===== src/sv/ppe_pkg.sv =====
`timescale 1ns / 1ps
package ppe_pkg;

	localparam int STACK_DEPTH_DEF = 64;

	localparam int KIND_W  = 3;
	localparam int VALUE_W = 32;
	localparam int ENTRY_W = KIND_W + VALUE_W;

	localparam logic [KIND_W-1:0] KIND_NUM   = 3'd0;
	localparam logic [KIND_W-1:0] KIND_OPEN  = 3'd1;
	localparam logic [KIND_W-1:0] KIND_CLOSE = 3'd2;
	localparam logic [KIND_W-1:0] KIND_ADD   = 3'd3;
	localparam logic [KIND_W-1:0] KIND_SUB   = 3'd4;
	localparam logic [KIND_W-1:0] KIND_MUL   = 3'd5;

	localparam logic [1:0] ERR_NONE     = 2'd0;
	localparam logic [1:0] ERR_SYNTAX   = 2'd1;
	localparam logic [1:0] ERR_OVERFLOW = 2'd2;

	// Stack slots captured while popping a group, top first.
	localparam logic [1:0] SLOT_RHS = 2'd0;
	localparam logic [1:0] SLOT_OP  = 2'd1;
	localparam logic [1:0] SLOT_LHS = 2'd2;

	typedef struct packed {
		logic       tok_load;
		logic       push_tok;
		logic       set_err;
		logic [1:0] err_val;
		logic       rd_en;
		logic       rd_zero;
		logic [1:0] rd_off;
		logic       cap_en;
		logic [1:0] cap_slot;
		logic       calc_en;
		logic       commit;
		logic       emit;
	} ppe_cmd_t;

	typedef struct packed {
		logic [KIND_W-1:0] kind;
		logic              last;
		logic              err_any;
		logic              full;
		logic              lt4;
		logic              depth_one;
		logic              out_free;
	} ppe_sts_t;

endpackage


===== src/sv/parenthesized_expression_evaluator.sv =====
`timescale 1ns / 1ps
// Channel  Handshake              Payload
// token    tok_valid / tok_stall  token_kind[2:0], token_value[30:0], last_token
// result   res_valid / res_stall  result_value[31:0] (signed), error_code[1:0]
//
// One token at a time. A close paren takes four pops, a group check and the
// operation (add, subtract or multiply), and a result write on the single
// port stack memory. A last token adds a final check.
// The result sits in an output register; the next token is taken while it
// waits, and a following last token holds until the register frees.
// Reset clears depth, error and handshake state; the stack needs no clearing.
module parenthesized_expression_evaluator import ppe_pkg::*; #(
	parameter int STACK_DEPTH = STACK_DEPTH_DEF
) (
	input  logic               clk,
	input  logic               arst_n,
	input  logic               tok_valid,
	output logic               tok_stall,
	input  logic [2:0]         token_kind,
	input  logic [30:0]        token_value,
	input  logic               last_token,
	output logic               res_valid,
	input  logic               res_stall,
	output logic signed [31:0] result_value,
	output logic [1:0]         error_code
);

	ppe_cmd_t cmd;
	ppe_sts_t sts;

	ppe_ctrl u_ctrl (
		.clk       (clk),
		.arst_n    (arst_n),
		.tok_valid (tok_valid),
		.tok_stall (tok_stall),
		.sts       (sts),
		.cmd       (cmd)
	);

	ppe_dp #(
		.STACK_DEPTH (STACK_DEPTH)
	) u_dp (
		.clk          (clk),
		.arst_n       (arst_n),
		.cmd          (cmd),
		.sts          (sts),
		.token_kind   (token_kind),
		.token_value  (token_value),
		.last_token   (last_token),
		.res_valid    (res_valid),
		.res_stall    (res_stall),
		.result_value (result_value),
		.error_code   (error_code)
	);

endmodule


===== src/sv/ppe_ctrl.sv =====
`timescale 1ns / 1ps
module ppe_ctrl import ppe_pkg::*; (
	input  logic     clk,
	input  logic     arst_n,
	input  logic     tok_valid,
	output logic     tok_stall,
	input  ppe_sts_t sts,
	output ppe_cmd_t cmd
);

	typedef enum logic [2:0] {
		ST_IDLE,
		ST_EXEC,
		ST_POP,
		ST_GRAB,
		ST_COMMIT,
		ST_FIN,
		ST_FCHK
	} state_t;

	state_t     state_q, state_d;
	logic [1:0] cnt_q, cnt_d;

	always_comb begin
		cmd       = '0;
		state_d   = state_q;
		cnt_d     = cnt_q;
		tok_stall = (state_q != ST_IDLE);
		case (state_q)
			ST_IDLE: begin
				if (tok_valid) begin
					cmd.tok_load = 1'b1;
					state_d      = ST_EXEC;
				end
			end
			ST_EXEC: begin
				state_d = sts.last ? ST_FIN : ST_IDLE;
				if (!sts.err_any) begin
					case (sts.kind)
						KIND_NUM, KIND_OPEN, KIND_ADD, KIND_SUB, KIND_MUL: begin
							if (sts.full) begin
								cmd.set_err = 1'b1;
								cmd.err_val = ERR_OVERFLOW;
							end else begin
								cmd.push_tok = 1'b1;
							end
						end
						KIND_CLOSE: begin
							if (sts.lt4) begin
								cmd.set_err = 1'b1;
								cmd.err_val = ERR_SYNTAX;
							end else begin
								cmd.rd_en  = 1'b1;
								cmd.rd_off = 2'd0;
								cnt_d      = 2'd1;
								state_d    = ST_POP;
							end
						end
						default: begin
							cmd.set_err = 1'b1;
							cmd.err_val = ERR_SYNTAX;
						end
					endcase
				end
			end
			ST_POP: begin
				// issue the next read, capture the one issued last cycle
				cmd.rd_en    = 1'b1;
				cmd.rd_off   = cnt_q;
				cmd.cap_en   = 1'b1;
				cmd.cap_slot = cnt_q - 2'd1;
				cnt_d        = cnt_q + 2'd1;
				if (cnt_q == 2'd3)
					state_d = ST_GRAB;
			end
			ST_GRAB: begin
				cmd.calc_en = 1'b1;
				state_d     = ST_COMMIT;
			end
			ST_COMMIT: begin
				cmd.commit = 1'b1;
				state_d    = sts.last ? ST_FIN : ST_IDLE;
			end
			ST_FIN: begin
				if (sts.out_free) begin
					if (!sts.err_any && sts.depth_one) begin
						cmd.rd_en   = 1'b1;
						cmd.rd_zero = 1'b1;
						state_d     = ST_FCHK;
					end else begin
						cmd.emit = 1'b1;
						state_d  = ST_IDLE;
					end
				end
			end
			ST_FCHK: begin
				cmd.emit = 1'b1;
				state_d  = ST_IDLE;
			end
			default: begin
				state_d = ST_IDLE;
			end
		endcase
	end

	always_ff @(posedge clk or negedge arst_n) begin
		if (!arst_n) begin
			state_q <= ST_IDLE;
			cnt_q   <= 2'd0;
		end else begin
			state_q <= state_d;
			cnt_q   <= cnt_d;
		end
	end

endmodule


===== src/sv/ppe_dp.sv =====
`timescale 1ns / 1ps
module ppe_dp import ppe_pkg::*; #(
	parameter int STACK_DEPTH = STACK_DEPTH_DEF
) (
	input  logic                clk,
	input  logic                arst_n,
	input  ppe_cmd_t            cmd,
	output ppe_sts_t            sts,
	input  logic [2:0]          token_kind,
	input  logic [30:0]         token_value,
	input  logic                last_token,
	output logic                res_valid,
	input  logic                res_stall,
	output logic signed [31:0]  result_value,
	output logic [1:0]          error_code
);

	localparam int AW = (STACK_DEPTH > 1) ? $clog2(STACK_DEPTH) : 1;
	localparam int DW = $clog2(STACK_DEPTH + 1);
	localparam logic [DW-1:0] DEPTH_MAX = DW'(STACK_DEPTH);
	localparam logic [DW-1:0] GROUP     = DW'(4);

	logic [ENTRY_W-1:0] stack_mem [STACK_DEPTH];

	logic [DW-1:0]      depth_q;
	logic [1:0]         err_q;
	logic [KIND_W-1:0]  kind_q;
	logic [30:0]        value_q;
	logic               last_q;
	logic [ENTRY_W-1:0] rd_q;
	logic [ENTRY_W-1:0] rhs_q, op_q, lhs_q;
	logic [VALUE_W-1:0] calc_q;
	logic               ok_q;
	logic               out_valid_q;
	logic [31:0]        out_value_q;
	logic [1:0]         out_code_q;

	logic [AW-1:0]      rd_addr;
	logic [AW-1:0]      wr_addr;
	logic               wr_en;
	logic [ENTRY_W-1:0] wr_data;
	logic [DW-1:0]      top_off;
	logic [VALUE_W-1:0] prod;
	logic [VALUE_W-1:0] calc_d;
	logic               op_ok;
	logic [1:0]         fin_code;

	logic [KIND_W-1:0]  rhs_kind, op_kind, lhs_kind, open_kind, fin_kind;
	logic [VALUE_W-1:0] rhs_val, lhs_val;

	assign rhs_kind  = rhs_q[ENTRY_W-1 -: KIND_W];
	assign op_kind   = op_q[ENTRY_W-1 -: KIND_W];
	assign lhs_kind  = lhs_q[ENTRY_W-1 -: KIND_W];
	assign open_kind = rd_q[ENTRY_W-1 -: KIND_W];
	assign fin_kind  = rd_q[ENTRY_W-1 -: KIND_W];
	assign rhs_val   = rhs_q[VALUE_W-1:0];
	assign lhs_val   = lhs_q[VALUE_W-1:0];

	assign top_off = depth_q - DW'(1) - DW'(cmd.rd_off);
	assign rd_addr = cmd.rd_zero ? '0 : top_off[AW-1:0];
	assign wr_addr = depth_q[AW-1:0];
	assign wr_en   = cmd.push_tok || (cmd.commit && ok_q);
	assign wr_data = cmd.push_tok
		? {kind_q, (kind_q == KIND_NUM) ? {1'b0, value_q} : 32'd0}
		: {KIND_NUM, calc_q};

	// single-port stack: one read or one write per cycle
	always_ff @(posedge clk) begin
		if (wr_en)
			stack_mem[wr_addr] <= wr_data;
		else if (cmd.rd_en)
			rd_q <= stack_mem[rd_addr];
	end

	// low word of the product only
	assign prod = lhs_val * rhs_val;

	always_comb begin
		op_ok  = 1'b1;
		calc_d = '0;
		case (op_kind)
			KIND_ADD: calc_d = lhs_val + rhs_val;
			KIND_SUB: calc_d = lhs_val - rhs_val;
			KIND_MUL: calc_d = prod;
			default:  op_ok  = 1'b0;
		endcase
	end

	always_ff @(posedge clk) begin
		if (cmd.tok_load) begin
			kind_q  <= token_kind;
			value_q <= token_value;
			last_q  <= last_token;
		end
		if (cmd.cap_en) begin
			case (cmd.cap_slot)
				SLOT_RHS: rhs_q <= rd_q;
				SLOT_OP:  op_q  <= rd_q;
				SLOT_LHS: lhs_q <= rd_q;
				default:  lhs_q <= rd_q;
			endcase
		end
		if (cmd.calc_en) begin
			calc_q <= calc_d;
			ok_q   <= op_ok && (open_kind == KIND_OPEN) && (rhs_kind == KIND_NUM)
				&& (lhs_kind == KIND_NUM);
		end
	end

	always_comb begin
		if (err_q != ERR_NONE)
			fin_code = err_q;
		else if (depth_q != DW'(1))
			fin_code = ERR_SYNTAX;
		else if (fin_kind != KIND_NUM)
			fin_code = ERR_SYNTAX;
		else
			fin_code = ERR_NONE;
	end

	always_ff @(posedge clk or negedge arst_n) begin
		if (!arst_n) begin
			depth_q     <= '0;
			err_q       <= ERR_NONE;
			out_valid_q <= 1'b0;
		end else begin
			if (cmd.emit) begin
				depth_q     <= '0;
				err_q       <= ERR_NONE;
				out_valid_q <= 1'b1;
			end else begin
				if (!res_stall)
					out_valid_q <= 1'b0;
				if (cmd.set_err)
					err_q <= cmd.err_val;
				if (cmd.push_tok)
					depth_q <= depth_q + DW'(1);
				if (cmd.calc_en)
					depth_q <= depth_q - GROUP;
				if (cmd.commit) begin
					if (ok_q)
						depth_q <= depth_q + DW'(1);
					else
						err_q <= ERR_SYNTAX;
				end
			end
		end
	end

	always_ff @(posedge clk) begin
		if (cmd.emit) begin
			out_code_q  <= fin_code;
			out_value_q <= (fin_code == ERR_NONE) ? rd_q[VALUE_W-1:0] : 32'd0;
		end
	end

	assign res_valid    = out_valid_q;
	assign result_value = out_value_q;
	assign error_code   = out_code_q;

	assign sts.kind      = kind_q;
	assign sts.last      = last_q;
	assign sts.err_any   = (err_q != ERR_NONE);
	assign sts.full      = (depth_q >= DEPTH_MAX);
	assign sts.lt4       = (depth_q < GROUP);
	assign sts.depth_one = (depth_q == DW'(1));
	assign sts.out_free  = !out_valid_q || !res_stall;

endmodule


===== config.mk =====
export PLATFORM = sky130hd
export DESIGN_NAME = parenthesized_expression_evaluator
export DESIGN_NICKNAME = d
export VERILOG_FILES = /design/src/sv/ppe_pkg.sv /design/src/sv/parenthesized_expression_evaluator.sv /design/src/sv/ppe_ctrl.sv /design/src/sv/ppe_dp.sv
export SDC_FILE = /design/constraint.sdc
export NUM_CORES = 2
export LEC_CHECK = 0
export ABC_AREA = 0
export BUFFER_PORTS_ARGS = -buffer_cell sky130_fd_sc_hd__buf_2
export CAP_MARGIN = 5
export CORE_ASPECT_RATIO = 2
export CORE_MARGIN = 10
export CORE_UTILIZATION = 40
export CTS_CLUSTER_DIAMETER = 120
export CTS_CLUSTER_SIZE = 20
export DETAILED_ROUTE_END_ITERATION = 10
export PLACE_DENSITY = 0.56
export REMOVE_ABC_BUFFERS = 1
export SETUP_SLACK_MARGIN = 0.15
export SYNTH_ARGS = -nofsm -noshare
export SYNTH_HDL_FRONTEND = slang
export SYNTH_SLANG_ARGS = --single-unit

===== constraint.sdc =====
create_clock -name clk -period 13.4 [get_ports clk]
set_clock_uncertainty 0.1 [all_clocks]
set_input_delay 2.01 -clock clk [delete_from_list [all_inputs] [get_ports clk]]
set_output_delay 2.01 -clock clk [all_outputs]
set_load 0.05 [all_outputs]

Word-level counts from Yosys, hierarchy flattened
Memories as Yosys holds them, arrays and structs flattened. A register that Yosys moved wholly into a read port is not among the register bits.
Cells that the tools add are included.

storage, ports and cells
  register bits after elaboration = 222
  memories = 1
  bits in writable memories = 2240
  output and inout bits = 36
  bits of input ports = 39
  logic and storage cells = 140

operators by class
  $add $sub $neg = 8
  equal/unequal tests = 26
  muxes and demuxes = 56
  magnitude comparators = 2
  multiply operators = 1
  reductions and logical operators = 29
  bitwise logic cells = 2

memories
  name            depth  bits a word  read ports  clocked after Yosys merged registers in  wr ports  line          source
  u_dp.stack_mem  64     35           1           1                                        1         ppe_dp.sv:23  logic [ENTRY_W-1:0] stack_mem [STACK_DEPTH];

operator list
  cell                                                                      count
  32-bit one-hot mux with 3 select lines                                    1
  35-bit 2-to-1 mux                                                         1
  7-bit 2-to-1 mux                                                          5
  3-bit 2-to-1 mux                                                          11
  32-bit adder                                                              1
  32-bit by 32-bit multiplier with 32-bit output                            1
  32-bit subtractor                                                         1
  31-bit 2-to-1 mux                                                         1
  2-bit 2-to-1 mux                                                          12
  3-bit == test (second input constant)                                     7
  3-bit one-hot mux with 6 select lines                                     1
  1-bit 2-to-1 mux                                                          17
  3-bit by 2-bit == test with 1-bit output (second input constant)          5
  3-bit logical NOT                                                         4
  2-bit inequality test (second input constant)                             5
  3-bit by 1-bit == test with 1-bit output (second input constant)          3
  2-bit AND reduction                                                       4
  7-bit by 1-bit adder with 7-bit output (second input constant)            1
  7-bit by 1-bit == test with 1-bit output (second input constant)          1
  7-bit greater-or-equal comparator (second input constant)                 1
  7-bit by 3-bit < comparator with 1-bit output (second input constant)     1
  7-bit by 1-bit inequality test with 1-bit output (second input constant)  1
  7-bit by 3-bit subtractor with 7-bit output (second input constant)       1
  6-bit 2-to-1 mux                                                          1
  25 further kinds                                                          37

Logic depth before layout (Yosys ltp)
  depth after elaboration = 10
  depth in mapped cells = 27

By module
From an unflattened synthesis, not the netlist that was laid out.

unflattened totals
  cell total of the unflattened synthesis = 8633
  area total of the unflattened synthesis = 114873.9 µm²

modules (own cells, without submodules)
  module    seq. area each (µm²)  instances  area an instance (µm²)  cells each
  ppe_dp    73820.8               1          114394.7                8574
  ppe_ctrl  125.1                 1          479.2                   59

Worst setup path after synthesis
No wires, ideal clock.

  path kind = register to register
  from = register u_dp.lhs_q[12]
  to = register u_dp.calc_q[29], data pin
  setup time = 259 ps
  cell stages (with the launch flop) = 26
  arrival = 6906 ps
  slack = 6135 ps
  path through = edfxtp_1 clkbuf_1 clkbuf_1 and2_1 fa_1 fa_1 fa_1 inv_1 fa_1 inv_1 fa_1 inv_1 fa_1 inv_1 fa_1 fa_1 ha_1 nand4_1 nor2_1 nand2b_1 o211ai_1 a211oi_1 o31ai_1 xnor2_1 o22ai_1 a211o_1

between the ends
  word-level cells in the longest chain between the ends = 2

ends and longest elaborated chain
  element                                                                 line           source
  start, declared                                                         ppe_dp.sv:31   logic [ENTRY_W-1:0] rhs_q, op_q, lhs_q;
  start signal, assigned                                                  ppe_dp.sv:99   SLOT_LHS: lhs_q <= rd_q;
  start signal, assigned                                                  ppe_dp.sv:100  default: lhs_q <= rd_q;
  32-bit by 32-bit multiplier with 32-bit output (tied with other cells)  ppe_dp.sv:76   assign prod = lhs_val * rhs_val;
  32-bit one-hot mux with 3 select lines *                                ppe_dp.sv:81   case (op_kind)
  via u_dp.calc_d[29]                                                     ppe_dp.sv:44   logic [VALUE_W-1:0] calc_d;
  end signal, assigned                                                    ppe_dp.sv:104  calc_q <= calc_d;
  end, declared                                                           ppe_dp.sv:32   logic [VALUE_W-1:0] calc_q;

Mark *: on every way through the listed nets, which the timed path passes. The rest lies on a longest branch.
A chain may end at the register's enable or synchronous reset.

Worst setup path in the final report
Ends and elaborated chain as after synthesis.

==> impl_metrics.yaml <==
layout:
  layout.nets: 9838
  final_cells: 13100
  layout_commonest_cell: "edfxtp_1"
  drive_gt1_share_pct: 6.61
  final_cell_mix: "2450 x edfxtp_1, 1577 x nand2_1, 731 x nor2_1"
  syn_to_final_growth_pct: 7.90
sta:
  whs_ps: 388
  finalHoldViolCount: 0
  period_needed_ps: 8370
  final_max_slew_viol_count: 0
  slew_headroom_pct: 15.0
  post-route-period-util_pct: 62.4
  rsz0062_at_grt: "no"
  finalSetupTns_ps: 0
  setup_viol: 0
  tightest_slew_ps: 1260
  max_freq_mhz: 120
  setup_slack_ps: 5030
route:
  dr_total_vias: 75400
  first_pass_iters: 6
  drc: 0
  drt_iter0_markers: 6647
  wl_mm: 371
  vias_per_cell: 5.78
  final_antenna_net_count: 0
  post_drt_wl_per_cell_um: 28.4
yosys:
  synthCells: 9405
  ys_types: 80
  synth_edf_count: 2450
  synth_seq_cells: 2465
  yosys_warnings: 0
  postSynthAreaPerCell_um2: 12.4
  synth_ff_type: "edfxtp_1"
  async_flop_share_pct: 0.609
  syn_area_mm2: 0.117
  ys_seq_area_share_pct: 63.4
worst_setup_path:
  r2r-start: "u_dp.lhs_q[12]$_DFFE_PP_"
  cp-start-kind: "flop"
  crit_chain: "and2_1 -> fa_1 -> fa_1 -> fa_1 -> inv_1 -> fa_1 -> inv_1 -> fa_1 -> inv_1 -> fa_1 -> inv_1 -> fa_1 -> fa_1 -> ha_1 -> nand4_1 -> nor2_1 -> nand2b_1 -> o211ai_1 -> a211oi_1 -> o31ai_1 -> xnor2_1 -> o22ai_1 -> a211o_1"
  crit_fanout: 21
  rr_worst_depth: 23
  critical_path_buf_inv_count: 4
  end_kind: "flop"
  reg2reg_slack_ps: 5030
  crit_required_ps: 13910
  r2r-end: "u_dp.calc_q[29]$_DFFE_PP_"
  crit_family: "adder cells"
  slowest_stage: "edfxtp_1"
  slowest_delay_ps: 1090
  critPathMostFrequentCell: "fa_1"
  cp.arrival_ps: 8880
  critPathKind: "reg -> reg"
global_routing:
  use_met2_pct: 43.3
  grt_pass1_wl_mm: 535
  antenna_found_initial: 20
  grt_pass1_vias: 76500
  grt_max_degree: 188
  use_met1_pct: 25.2
  busiest_layer: "met2"
  grt_overflow_total: 0
  grtUsageMet3_pct: 2.14
  track_usage_pct: 23.0
min_path:
  hold_end: "u_dp.lhs_q[26]$_DFFE_PP_"
  hold_start: "u_dp.rd_q[26]$_DFFE_PP_"
  hold_path_depth: 0
  hold_path.class: "reg -> reg"
die:
  die_x_um: 402
  die-area_mm2: 0.315
  rows: 280
  fp.coreArea_mm2: 0.290
  die_y_um: 783
  num_io_pins: 75
  start_util_pct: 40.1
placement:
  gp_congestion: 0.946
  post-place-ws_ps: 5120
  portBuffers: 74
  dp_hpwl_mm: 226
  dp.cells: 12900
job:
  cap_viol_max_count: 0
power:
  finalPower_mw: 28.5
  peakVddDrop_mv: 0.358
  p_per_area_mw_per_mm2: 226
  leakagePower_nw: 44.1
cts:
  postCtsSetupBuffers: 0
  cts_root_buf: "clkbuf_16"
  path_clk_slew_ps: 100
  htreeDepth: 4
  cts_sinks: 2465
  cts_buffer_depth: 4
  cts.repair.resized: 0
  clk_latency_ps: 890
  cts_buffers: 149
  cts_tree: "done"
  ctsHoldBuffers: 0
outcome:
  status: "completed"
-- where the power goes --
| group | total [mW] | switching, mW | leakage [nW] | internal, mW |
|---|---|---|---|---|
| Clock | 4.57 | 2.48 | 1.94 | 2.08 |
| Combinational | 14.9 | 10.3 | 20.1 | 4.67 |
| Sequential | 8.96 | 0.120 | 22.0 | 8.84 |
| Total | 28.5 | 12.9 | 44.1 | 15.6 |
-- state kept, by name (all words and copies together), names as in the netlist, 7 cells and up --
register,cells
u_dp.rhs_q,35
u_dp.result_value,32
u_dp.calc_q,32
u_dp.value_q,31
u_dp.lhs_q,35
u_dp.rd_q,35
u_dp.stack_mem,2240
u_dp.depth_q,7
-- worst reg2reg max path, cell delays in order, from the launching register on --
cell	delay, ps
edfxtp_1	1090
and2_1	280
fa_1	450
fa_1	510
fa_1	530
inv_1	50
fa_1	480
inv_1	60
fa_1	500
inv_1	50
fa_1	540
inv_1	60
fa_1	490
fa_1	420
ha_1	400
nand4_1	200
nor2_1	210
nand2b_1	70
o211ai_1	470
a211oi_1	220
o31ai_1	420
xnor2_1	170
o22ai_1	90
a211o_1	260
-- through the flow --
step,area (um2),utilization [%]
detailed placement,122000,41.9
global placement,122000,41.9
floorplan,114000,-
finish,126000,43.3
CTS,126000,43.3
global route,126000,43.3
-- cells in the mapped netlist, types with 13 or more instances --
| cell type | count | area (um2) |
|---|---|---|
| o31ai_1 | 13 | 97.6 |
| dfrtp_1 | 15 | 375 |
| mux2i_1 | 141 | 1410 |
| nor3b_1 | 13 | 97.6 |
| clkbuf_1 | 391 | 1470 |
| nor4_1 | 48 | 300 |
| buf_2 | 169 | 846 |
| nand3_1 | 444 | 2220 |
| a21o_1 | 21 | 158 |
| o21ai_1 | 34 | 170 |
| and2_1 | 357 | 2230 |
| fa_1 | 410 | 8210 |
| inv_1 | 548 | 2060 |
| nor2_1 | 802 | 3010 |
| buf_1 | 40 | 150 |
| a21oi_1 | 211 | 1060 |
| xnor2_1 | 98 | 858 |
| o211ai_1 | 131 | 983 |
| a311o_1 | 64 | 641 |
| a311oi_1 | 198 | 1730 |
| buf_4 | 20 | 150 |
| o21ai_0 | 118 | 591 |
| nand2b_1 | 20 | 125 |
| xor2_1 | 49 | 429 |
| edfxtp_1 | 2450 | 73600 |
| o221ai_1 | 42 | 368 |
| a31oi_1 | 81 | 507 |
| a211oi_1 | 153 | 1150 |
| ha_1 | 164 | 2050 |
| and3_1 | 74 | 463 |
| buf_6 | 17 | 191 |
| nor3_1 | 343 | 1720 |
| nand2_1 | 1580 | 5930 |
| o22ai_1 | 30 | 188 |
-- layout make-up --
class	instances	area, um2
clock inverters	5	68.8
clock buffers	162	3880
inverters	548	2060
well taps	3807	4760
diodes	6	15.0
fillers	26300	165000
flip-flops and latches	2465	73900
repair buffers	306	2300
multi-input cells	5755	38700
-- layer usage --
| layer | share of wire [%] | vias to the layer above |
|---|---|---|
| met1 | 35 | 38600 |
| met3 | 5.2 | 978 |
| met5 | 0.013 | - |
| li1 | - | 32900 |
| met4 | 6.5 | 8 |
| met2 | 54 | 2922 |
-- worst max-delay path by stage --
stage	start	end	slack [ps]	cells after the start
floorplan	u_ctrl.state_q[0]$_DFFE_PN0P_	u_dp.rd_q[3]$_DFFE_PP_	-28080	10
global placement	u_dp.lhs_q[10]$_DFFE_PP_	u_dp.calc_q[29]$_DFFE_PP_	5100	23
detailed placement	u_dp.lhs_q[11]$_DFFE_PP_	u_dp.calc_q[29]$_DFFE_PP_	5120	23
CTS	u_dp.lhs_q[12]$_DFFE_PP_	u_dp.calc_q[29]$_DFFE_PP_	5050	23
global route	u_dp.lhs_q[12]$_DFFE_PP_	u_dp.calc_q[29]$_DFFE_PP_	4740	23
finish	u_dp.lhs_q[12]$_DFFE_PP_	u_dp.calc_q[29]$_DFFE_PP_	5030	23
-- logic make-up after synthesis --
kind of cell / share of synthesized area (%)
compound gates: 7.05
xor+xnor: 1.10
fa+ha+maj: 8.80
buf+inv: 4.17
flops: 63.4
mux: 1.36
simple gates: 14.1
No activity file was read; power rests on OpenSTA's default activity.
